`src/rtl/lms_pkg.sv`:
```
// ----------------------------------------------------------------------------
// lms_pkg
// Shared types and constants of the LED matrix segment scanner.
// ----------------------------------------------------------------------------
package lms_pkg;

    // Geometry of the segment store.
    localparam int SEGMENT_COUNT    = 4;
    localparam int ROWS_PER_SEGMENT = 7;
    localparam int COLS_PER_SEGMENT = 8;
    localparam int PIXEL_SHIFT      = 3;
    localparam int PIXEL_W          = COLS_PER_SEGMENT - PIXEL_SHIFT;
    localparam int COLUMN_W         = 32;
    localparam int COLUMN_SEGS      = (SEGMENT_COUNT < COLUMN_W / COLS_PER_SEGMENT) ?
                                      SEGMENT_COUNT : COLUMN_W / COLS_PER_SEGMENT;

    localparam logic [2:0] LAST_ROW = 3'd7;

    // Command codes.
    localparam logic [2:0] CMD_WRITE       = 3'd0;
    localparam logic [2:0] CMD_SHIFT_RIGHT = 3'd1;
    localparam logic [2:0] CMD_SHIFT_LEFT  = 3'd2;
    localparam logic [2:0] CMD_SCAN        = 3'd3;
    localparam logic [2:0] CMD_ROW_RESET   = 3'd4;

    // Fixed values of scan and row reset results.
    localparam logic [7:0] ROW_RESET_PATTERN = 8'h80;
    localparam logic [3:0] ROW_COUNT_SCAN    = 4'd1;
    localparam logic [3:0] ROW_COUNT_RESET   = 4'd8;

    // Configuration register byte addresses.
    localparam logic [2:0] ADDR_DOUBLE_DOT = 3'd0;

    typedef struct packed {
        logic [2:0]                                  command;
        logic [2:0]                                  segment;
        logic [2:0]                                  shift_amount;
        logic [ROWS_PER_SEGMENT-1:0][PIXEL_W-1:0]    pixels;
    } item_t;

    typedef struct packed {
        logic [2:0]          active_row;
        logic                latch;
        logic                column_valid;
        logic [COLUMN_W-1:0] column_bits;
        logic [3:0]          row_bit_count;
        logic [7:0]          row_bits;
    } result_t;

endpackage

```
`src/rtl/led_matrix_segment_scanner.sv`:
```
// ----------------------------------------------------------------------------
// led_matrix_segment_scanner
// Multiplexed LED matrix scan controller with a segment store, shifts,
// row scanning and an APB register for the double dot.
// ----------------------------------------------------------------------------
// The block takes one command transaction per clock cycle. Each transaction
// is captured in an input register, processed in a single pass of short logic
// (store write or shift, or a row step), and a scan or row-reset command
// places its result in the output register as it leaves the input register.
// Writes and shifts give no result. The rate of one transaction per cycle is
// held as long as the output side takes results; when m_tready is low with a
// result waiting and the command in the input register also gives a result,
// the input register holds and s_tready drops, so the only thing that slows
// the block is back-pressure on the result channel. The segment store and
// row counter clear at reset, and the double dot register may be written at
// any time the block is idle.
module led_matrix_segment_scanner
    import lms_pkg::*;
(
    input  logic        clk,
    input  logic        rst_n,
    // Command channel.
    input  logic        s_tvalid,
    output logic        s_tready,
    // tuser: command[2:0]
    input  logic [2:0]  s_tuser,
    // tdata: segment[2:0], shift_amount[5:3], pixels_row0[10:6],
    //        pixels_row1[15:11], pixels_row2[20:16], pixels_row3[25:21],
    //        pixels_row4[30:26], pixels_row5[35:31], pixels_row6[40:36], zero pad
    input  logic [47:0] s_tdata,
    // Result channel.
    output logic        m_tvalid,
    input  logic        m_tready,
    // tdata: row_bits[7:0], row_bit_count[11:8], column_bits[43:12],
    //        column_valid[44], latch[45], active_row[48:46], zero pad
    output logic [55:0] m_tdata,
    // Configuration port.
    input  logic        psel,
    input  logic        penable,
    input  logic        pwrite,
    input  logic [2:0]  paddr,
    input  logic [31:0] pwdata,
    output logic [31:0] prdata,
    output logic        pready
);

    // Configuration register.
    logic double_dot_reg;

    assign pready = 1'b1;
    assign prdata = (paddr == ADDR_DOUBLE_DOT) ? {31'd0, double_dot_reg} : 32'd0;

    always_ff @(posedge clk or negedge rst_n)
    begin
        if (!rst_n)
        begin
            double_dot_reg <= 1'b0;
        end
        else if (psel && penable && pwrite && pready && (paddr == ADDR_DOUBLE_DOT))
        begin
            double_dot_reg <= pwdata[0];
        end
    end

    // Input register: unpack the transaction into the item layout.
    item_t in_item;
    item_t s1_item_reg;
    logic  s1_valid_reg;

    always_comb
    begin
        in_item.command      = s_tuser;
        in_item.segment      = s_tdata[2:0];
        in_item.shift_amount = s_tdata[5:3];
        for (int r = 0; r < ROWS_PER_SEGMENT; r++)
        begin
            in_item.pixels[r] = s_tdata[6 + r*PIXEL_W +: PIXEL_W];
        end
    end

    // A command moves out of the input register when it gives no result, or
    // when the output register is empty or being emptied this cycle.
    logic    has_result;
    logic    out_free;
    logic    s1_fire;
    logic    out_valid_reg;
    result_t out_res_reg;
    result_t scan_result;
    logic [2:0]          rd_row;
    logic [COLUMN_W-1:0] column_word;

    assign has_result = (s1_item_reg.command == CMD_SCAN) ||
                        (s1_item_reg.command == CMD_ROW_RESET);
    assign out_free   = !out_valid_reg || m_tready;
    assign s1_fire    = s1_valid_reg && (!has_result || out_free);
    assign s_tready   = !s1_valid_reg || s1_fire;

    always_ff @(posedge clk or negedge rst_n)
    begin
        if (!rst_n)
        begin
            s1_valid_reg <= 1'b0;
        end
        else if (s_tready)
        begin
            s1_valid_reg <= s_tvalid;
        end
    end

    always_ff @(posedge clk)
    begin
        if (s_tvalid && s_tready)
        begin
            s1_item_reg <= in_item;
        end
    end

    lms_store u_store (
        .clk         (clk),
        .rst_n       (rst_n),
        .fire        (s1_fire),
        .item        (s1_item_reg),
        .rd_row      (rd_row),
        .column_word (column_word)
    );

    lms_scan u_scan (
        .clk               (clk),
        .rst_n             (rst_n),
        .fire              (s1_fire),
        .command           (s1_item_reg.command),
        .double_dot_enable (double_dot_reg),
        .column_word       (column_word),
        .rd_row            (rd_row),
        .result            (scan_result)
    );

    // Output register.
    always_ff @(posedge clk or negedge rst_n)
    begin
        if (!rst_n)
        begin
            out_valid_reg <= 1'b0;
        end
        else if (s1_fire && has_result)
        begin
            out_valid_reg <= 1'b1;
        end
        else if (m_tready)
        begin
            out_valid_reg <= 1'b0;
        end
    end

    always_ff @(posedge clk)
    begin
        if (s1_fire && has_result)
        begin
            out_res_reg <= scan_result;
        end
    end

    assign m_tvalid = out_valid_reg;
    assign m_tdata  = {7'd0, out_res_reg};

    // A waiting result that is not taken blocks a result-giving command.
    assert property (@(posedge clk) disable iff (!rst_n)
        (s1_valid_reg && has_result && out_valid_reg && !m_tready)
        |=> (s1_valid_reg && $stable(s1_item_reg)))
        else $error("result-giving command left the input register while blocked");

    // Column data is only marked valid on rows other than row seven.
    assert property (@(posedge clk) disable iff (!rst_n)
        (out_valid_reg && out_res_reg.column_valid) |-> (out_res_reg.active_row != LAST_ROW))
        else $error("column word marked valid on row seven");

    // Without valid columns the column word is zero.
    assert property (@(posedge clk) disable iff (!rst_n)
        (out_valid_reg && !out_res_reg.column_valid) |-> (out_res_reg.column_bits == '0))
        else $error("column word not cleared when not valid");

    // A row reset result always reports row zero with the row reset pattern.
    assert property (@(posedge clk) disable iff (!rst_n)
        (out_valid_reg && (out_res_reg.row_bit_count == ROW_COUNT_RESET))
        |-> ((out_res_reg.active_row == 3'd0) && (out_res_reg.row_bits == ROW_RESET_PATTERN)))
        else $error("row reset result malformed");

endmodule

```
`src/rtl/lms_store.sv`:
```
// ----------------------------------------------------------------------------
// lms_store
// Segment store: whole-segment writes, shifts by whole segments, and a
// column word read for one row.
// ----------------------------------------------------------------------------
module lms_store
    import lms_pkg::*;
(
    input  logic                clk,
    input  logic                rst_n,
    input  logic                fire,
    input  item_t               item,
    input  logic [2:0]          rd_row,
    output logic [COLUMN_W-1:0] column_word
);

    // Only the five pixel bits are kept; bits 0..2 of each row byte are zero.
    logic [PIXEL_W-1:0] store_reg  [SEGMENT_COUNT][ROWS_PER_SEGMENT];
    logic [PIXEL_W-1:0] store_next [SEGMENT_COUNT][ROWS_PER_SEGMENT];

    always_comb
    begin
        for (int i = 0; i < SEGMENT_COUNT; i++)
        begin
            for (int r = 0; r < ROWS_PER_SEGMENT; r++)
            begin
                store_next[i][r] = store_reg[i][r];
            end
        end
        case (item.command)
            CMD_WRITE:
            begin
                for (int i = 0; i < SEGMENT_COUNT; i++)
                begin
                    if (32'(item.segment) == i)
                    begin
                        for (int r = 0; r < ROWS_PER_SEGMENT; r++)
                        begin
                            store_next[i][r] = item.pixels[r];
                        end
                    end
                end
            end
            CMD_SHIFT_RIGHT:
            begin
                // Shifts of zero or of the whole store leave it unchanged.
                for (int k = 1; k < SEGMENT_COUNT; k++)
                begin
                    if (32'(item.shift_amount) == k)
                    begin
                        for (int i = k; i < SEGMENT_COUNT; i++)
                        begin
                            for (int r = 0; r < ROWS_PER_SEGMENT; r++)
                            begin
                                store_next[i][r] = store_reg[i-k][r];
                            end
                        end
                    end
                end
            end
            CMD_SHIFT_LEFT:
            begin
                for (int k = 1; k < SEGMENT_COUNT; k++)
                begin
                    if (32'(item.shift_amount) == k)
                    begin
                        for (int i = 0; i + k < SEGMENT_COUNT; i++)
                        begin
                            for (int r = 0; r < ROWS_PER_SEGMENT; r++)
                            begin
                                store_next[i][r] = store_reg[i+k][r];
                            end
                        end
                    end
                end
            end
            default:
            begin
            end
        endcase
    end

    always_ff @(posedge clk or negedge rst_n)
    begin
        if (!rst_n)
        begin
            for (int i = 0; i < SEGMENT_COUNT; i++)
            begin
                for (int r = 0; r < ROWS_PER_SEGMENT; r++)
                begin
                    store_reg[i][r] <= '0;
                end
            end
        end
        else if (fire)
        begin
            store_reg <= store_next;
        end
    end

    // Column word: segment s fills bits s*8 .. s*8+7; segments beyond the word
    // are dropped, and row seven reads as zero.
    always_comb
    begin
        column_word = '0;
        for (int s = 0; s < COLUMN_SEGS; s++)
        begin
            for (int r = 0; r < ROWS_PER_SEGMENT; r++)
            begin
                if (32'(rd_row) == r)
                begin
                    column_word[s*COLS_PER_SEGMENT +: COLS_PER_SEGMENT] =
                        {store_reg[s][r], PIXEL_SHIFT'(0)};
                end
            end
        end
    end

endmodule

```
`src/rtl/lms_scan.sv`:
```
// ----------------------------------------------------------------------------
// lms_scan
// Row counter and result formatting for scan steps and row resets.
// ----------------------------------------------------------------------------
module lms_scan
    import lms_pkg::*;
(
    input  logic                clk,
    input  logic                rst_n,
    input  logic                fire,
    input  logic [2:0]          command,
    input  logic                double_dot_enable,
    input  logic [COLUMN_W-1:0] column_word,
    output logic [2:0]          rd_row,
    output result_t             result
);

    logic [2:0] row_reg;
    logic [2:0] row_next;

    assign rd_row = row_reg + 3'd1;

    always_comb
    begin
        row_next = row_reg;
        result   = '0;
        case (command)
            CMD_SCAN:
            begin
                row_next             = rd_row;
                result.row_bits      = {7'd0, (rd_row == 3'd0)};
                result.row_bit_count = ROW_COUNT_SCAN;
                result.active_row    = rd_row;
                if (rd_row == LAST_ROW)
                begin
                    result.latch = double_dot_enable;
                end
                else
                begin
                    result.column_bits  = column_word;
                    result.column_valid = 1'b1;
                    result.latch        = 1'b1;
                end
            end
            CMD_ROW_RESET:
            begin
                row_next             = 3'd0;
                result.row_bits      = ROW_RESET_PATTERN;
                result.row_bit_count = ROW_COUNT_RESET;
            end
            default:
            begin
            end
        endcase
    end

    always_ff @(posedge clk or negedge rst_n)
    begin
        if (!rst_n)
        begin
            row_reg <= 3'd0;
        end
        else if (fire)
        begin
            row_reg <= row_next;
        end
    end

endmodule

```
`config.mk`:
```
export PLATFORM = sky130hd
export DESIGN_NAME = led_matrix_segment_scanner
export DESIGN_NICKNAME = d
export VERILOG_FILES = /design/src/rtl/lms_pkg.sv /design/src/rtl/led_matrix_segment_scanner.sv /design/src/rtl/lms_store.sv /design/src/rtl/lms_scan.sv
export SDC_FILE = /design/constraint.sdc
export NUM_CORES = 1
export LEC_CHECK = 0
export BUFFER_PORTS_ARGS = -buffer_cell sky130_fd_sc_hd__buf_2
export CORE_UTILIZATION = 59
export DETAILED_ROUTE_END_ITERATION = 10
export PLACE_DENSITY = 0.91
export SYNTH_ARGS = -nofsm -noshare
export SYNTH_HDL_FRONTEND = slang
export SYNTH_SLANG_ARGS = --single-unit
```
`constraint.sdc`:
```
create_clock -name clk -period 3.3 [get_ports clk]
set_input_delay 0.495 -clock clk [delete_from_list [all_inputs] [get_ports clk]]
set_output_delay 0.495 -clock clk [all_outputs]
set_load 0.05 [all_outputs]
```
* After elaboration in Yosys (flattened, before gate mapping) *
Index checks and enable logic that the tools add are counted.

storage, ports and cells
  flip-flop bits (word level) = 239
  input bits = 93

cells by class
  bitwise gates (word level) = 1
  equal/unequal tests = 27
  $add $sub $neg = 1
  mux-type cells = 48
  reduce and logical (&&, ||, !) cells = 29

operators with widths
  operator             number
  $mux 8               28
  $mux 105             2
  $mux 35              6
  $pmux 70 s3          1
  $mux 70              2
  $pmux 35 s2          2
  $mux 33              1
  $eq 3x2->1 const B   8
  $pmux 12 s2          1
  $eq 3x3->1 const B   5
  $eq 3x1->1 const B   4
  $logic_not 3->1      4
  $ne 2x1->1 const B   6
  $reduce_and 5->1     2
  $ne 4x1->1 const B   2
  $reduce_and 4->1     2
  $reduce_bool 2->1    4
  $reduce_or 8->1      1
  $logic_and 1x1->1    6
  $ne 3x1->1 const B   2
  $pmux 3 s2           1
  $logic_or 1x1->1     4
  $mux 1               4
  $add 3x1->3 const B  1
  other kinds (5)      7

* Longest topological paths before layout *
  word-level depth = 10
  gate-level depth with buffers = 8
  mapped depth without buffers = 6

* Hierarchy *
From an unflattened synthesis, not the netlist that was laid out.

unflattened totals
  cells, all modules = 1491
  area, all modules = 15189.6 um^2

by module, submodules not included
  module                      instances  cells each  area each (um^2)
  lms_store                   1          1265        11320.9
  led_matrix_segment_scanner  1          152         3279.4
  lms_scan                    1          74          589.3

* Worst setup path after synthesis *
No wires, ideal clock.

  path kind = reg-to-reg
  from = reg s1_item_reg[43] in the netlist's numbering
  to = reg s1_item_reg[0] in the netlist's numbering (enable)
  period minus slack after synthesis = 3.028 ns
  cell stages (with the launch flop) = 7
  setup time = 0.406 ns
  data required time = 2.894 ns
  arrival time = 2.622 ns
  slack = 0.272 ns
  cell sequence = edfxtp_1 clkbuf_1 or2_2 clkinv_1 o21ai_0 or2_2 and2_1

between the ends
  longest elaborated chain between the ends = 7
  elaborated cells on any way between the ends = 8
  classes of those cells = eq/ne (2); reduce/logical (6)

RTL lines
  element                                   RTL line                                                            RTL
  start, declared                           led_matrix_segment_scanner.sv:67                                    item_t s1_item_reg;
  start signal, assigned                    led_matrix_segment_scanner.sv:114                                   s1_item_reg <= in_item;
  $eq 3x2->1 or $eq 3x3->1 (tied branches)  led_matrix_segment_scanner.sv:92, led_matrix_segment_scanner.sv:93
  $logic_or 1x1->1 *                        led_matrix_segment_scanner.sv:92                                    assign has_result = (s1_item_reg.command == CMD_SCAN) ||
  $logic_not 1->1 *                         led_matrix_segment_scanner.sv:95                                    assign s1_fire = s1_valid_reg && (!has_result || out_free);
  $logic_or 1x1->1 *                        led_matrix_segment_scanner.sv:95
  $logic_and 1x1->1 *                       led_matrix_segment_scanner.sv:95
  $logic_or 1x1->1 *                        led_matrix_segment_scanner.sv:96                                    assign s_tready = !s1_valid_reg || s1_fire;
  via s_tready                              led_matrix_segment_scanner.sv:24                                    output logic s_tready,
  $logic_and 1x1->1 *                       led_matrix_segment_scanner.sv:112                                   if (s_tvalid && s_tready)

The timed path passes the listed nets; every way through them passes the cells marked *.
A chain may end at the register's enable or synchronous reset.

* Worst setup path in the final report *
  from = reg s1_item_reg[42] in the netlist's numbering
  to = out s_tready

between the ends
  longest elaborated chain between the ends = 6
  elaborated cells on any way between the ends = 7
  classes of those cells = eq/ne (2); reduce/logical (5)

RTL lines
  element                                   RTL line
  $eq 3x2->1 or $eq 3x3->1 (tied branches)  led_matrix_segment_scanner.sv:92, led_matrix_segment_scanner.sv:93
  $logic_or 1x1->1 *                        led_matrix_segment_scanner.sv:92
  $logic_not 1->1 *                         led_matrix_segment_scanner.sv:95
  $logic_or 1x1->1 *                        led_matrix_segment_scanner.sv:95
  $logic_and 1x1->1 *                       led_matrix_segment_scanner.sv:95
  $logic_or 1x1->1 *                        led_matrix_segment_scanner.sv:96
  end, declared                             led_matrix_segment_scanner.sv:24

Every way passes the cells marked *; elsewhere a longest branch is shown, timed or not.

==> impl_metrics.toml <==
[outcome]
outcome = "complete, no violations"

[die]
core-area_mm2 = 0.02271
die_area_mm2 = 0.02387
die_w_um = 154.5
io_pins = 184
num_rows = 55
die_h_um = 154.5
initial_core_util = 0.6041

[synthesis]
synth_edf_count = 72
synth_ff_type = "dfrtp_1"
yosysSeqAreaShare = 0.4239
ys_ff_latch = 218
synthCells = 1298
yosys_warnings = 0
postSynthAreaPerCell_um2 = 10.57
synth_area_mm2 = 0.01372
synth.distinct_cells = 49
async_flop_share = 0.6697

[cts]
postCtsHoldBufs = 0
clockBufferDepth = 3
h-tree-depth = 1
root_buffer = "clkbuf_16"
numCtsBuffers = 25
cts_sinks = 218
cts_tree = "yes"
clk_latency_ns = 0.53
cts.repair.resized = 0
postCtsSetupBuffers = 0
clkTransAtPathRegs_ns = 0.06

[route]
routed_wl_um = 37690
ant_nets = 0
wl_per_cell_um = 22.95
detail_route.iter0.violations = 1775
vias = 11290
drc = 0
dr.pass1.iters = 6
viasPerCell = 6.873

[place]
dp_slack_ns = 0.7198
hpwl_um = 22920
place.gp.congestion = 0.9377
dp_cells = 1597
io_buffer_count = 86

[grt]
track_usage = 0.3161
grt_max_degree = 90
grt_pass1_wl_um = 59440
grt_pass1_vias = 10940
grt-ovfl-total = 0
antenna_found_initial = 0

[final_layout]
multi_input_area_mm2 = 0.007187
final_cells = 1642
fin_util = 0.6608
diodes = 0
fillers = 1584
ff_latch_area_mm2 = 0.005816
areaGrowthSynthToFinish_pct = 9.394
largest_reg_flops = 140
drive_gt1_frac = 0.2616
final_nets = 1437

[sta]
rsz0062_at_grt = "no"
hold_violations = 0
worst_pin_slew_ns = 1.148
finalSetupViolCount = 0
finalCriticalPeriod_ns = 2.908
period_share = 0.8811
max_slew_margin = 0.2349
tns_ns = 0
finClkSkew_ns = 0.01222
setup_slack_ns = 0.3924
max_freq_ghz = 0.3439
final_max_slew_viol_count = 0
whs_ns = 0.02301

[power_and_ir_drop]
p_leak_nw = 6.310
powerDensity_mw_per_mm2 = 674.9
vdd_drop_max_mv = 0.3773

[worst_setup_path]
arrival_ns = 2.41
required_ns = 2.80
crit_path_end_kind = "output pin"
start_kind = "flip-flop"
worst-r2r-cell-count = 8
path_max_fanout = 14
worstSetupPathType = "reg2out"

[worst_hold_path]
hold_path.class = "in2async"

[flow_run]
drv_cap = 0
synthesized netlist by cell type (12+ instances only):
cell type  number  area share
mux2_1         35       0.029
mux2i_1       132       0.096
nand2_1       156       0.043
nand3_1        60       0.022
inv_1          12      0.0033
buf_4          62       0.034
clkbuf_1       72       0.020
buf_2          24      0.0088
a221oi_1       32       0.020
mux2_2        174        0.14
o21bai_1       12      0.0066
o221ai_1       14      0.0089
o211ai_1       46       0.025
edfxtp_1       72        0.16
a21oi_1        27      0.0099
dfrtp_1       146        0.27
o21ai_0        92       0.034
a32o_1         13      0.0095
placed cells by master, fill, tap and decap left out, types with 3 or more instances in the layout:
| cell | netlist | routed |
|---|---|---|
| clkinv_2 | 0 | 5 |
| mux2_2 | 174 | 174 |
| a221o_1 | 8 | 8 |
| inv_1 | 12 | 12 |
| buf_2 | 24 | 85 |
| a32o_1 | 13 | 13 |
| ha_1 | 5 | 4 |
| a32oi_1 | 11 | 11 |
| nor2_1 | 6 | 6 |
| buf_4 | 62 | 36 |
| edfxtp_1 | 72 | 72 |
| clkbuf_16 | 0 | 25 |
| nor2b_1 | 11 | 9 |
| nand4_1 | 3 | 3 |
| nand2b_1 | 11 | 11 |
| o21ai_0 | 92 | 92 |
| dfrtp_1 | 146 | 146 |
| conb_1 | 2 | 59 |
| o21bai_1 | 12 | 12 |
| o211ai_1 | 46 | 46 |
| a221oi_1 | 32 | 32 |
| bufinv_16 | 0 | 4 |
| o221ai_1 | 14 | 14 |
| mux2i_1 | 132 | 132 |
| nand2_1 | 156 | 156 |
| mux2_1 | 35 | 35 |
| or3b_4 | 1 | 3 |
| nand3_1 | 60 | 60 |
| buf_12 | 0 | 3 |
| nand3b_1 | 8 | 8 |
| clkinvlp_4 | 0 | 4 |
| and2_1 | 11 | 10 |
| clkinv_1 | 1 | 6 |
| a21oi_1 | 27 | 27 |
logic make-up after synthesis:
kind of cell | count (synthesis) | synth area share
AO/OA/AOI/OAI | 262 | 0.1319
XOR/XNOR | 3 | 0.001916
adder cells (fa/ha/maj) | 5 | 0.004560
buffers and inverters | 181 | 0.07087
flip-flops | 218 | 0.4239
multiplexers | 341 | 0.2679
other | 2 | 0.0005474
AND/OR/NAND/NOR | 286 | 0.09841
final cells by class:
type,count,area share
multi-input cells,956,0.4789
flip-flops and latches,218,0.3875
repair buffers,125,0.05111
clock buffers,26,0.04194
well taps,285,0.02376
clock inverters,19,0.01351
inverters,13,0.003252
report_power, final:
part	total (mW)	switching (mW)	internal, mW
clock network	2.84	1.14	1.69
registers	4.28	0.868	3.41
logic	3.01	1.64	1.36
worst paths after layout:
kind | startpoint | to | slack, ns
max | s1_item_reg[42] | s_tready | 0.39
min reg2reg | double_dot_reg | double_dot_reg | 0.56
max reg2reg | u_scan.row_reg[0] | m_tdata[32] | 0.51
min in group clk | s_tdata[8] | s1_item_reg[2] | 0.14
min | rst_n | u_store.store_reg[14] | 0.02
max in group asynchronous | rst_n | u_store.store_reg[6] | 2.47
critical path: stages, from the launching register on:
cell and delay (ns):
edfxtp_1 0.59, nor3b_1 0.56, o21ai_0 0.19, or2_2 0.33, buf_2 0.22
metal layers:
layer	track usage	wire length, um	share of wire
met3	0.06641	4282	0.11
met5	0	0	0
met4	0.1994	2405	0.064
met2	0.4964	17300	0.46
met1	0.4004	13700	0.36
per-stage QoR:
step | power, mW | instance area [um^2]
5_1_grt | 10.52 | 15010
3_5_place_dp | 7.141 | 14170
3_3_place_gp | 6.971 | 14170
6_report | 10.13 | 15010
4_1_cts | 9.997 | 15010
2_1_floorplan | 6.268 | 13930
No activity file was read; power rests on OpenSTA's default activity.
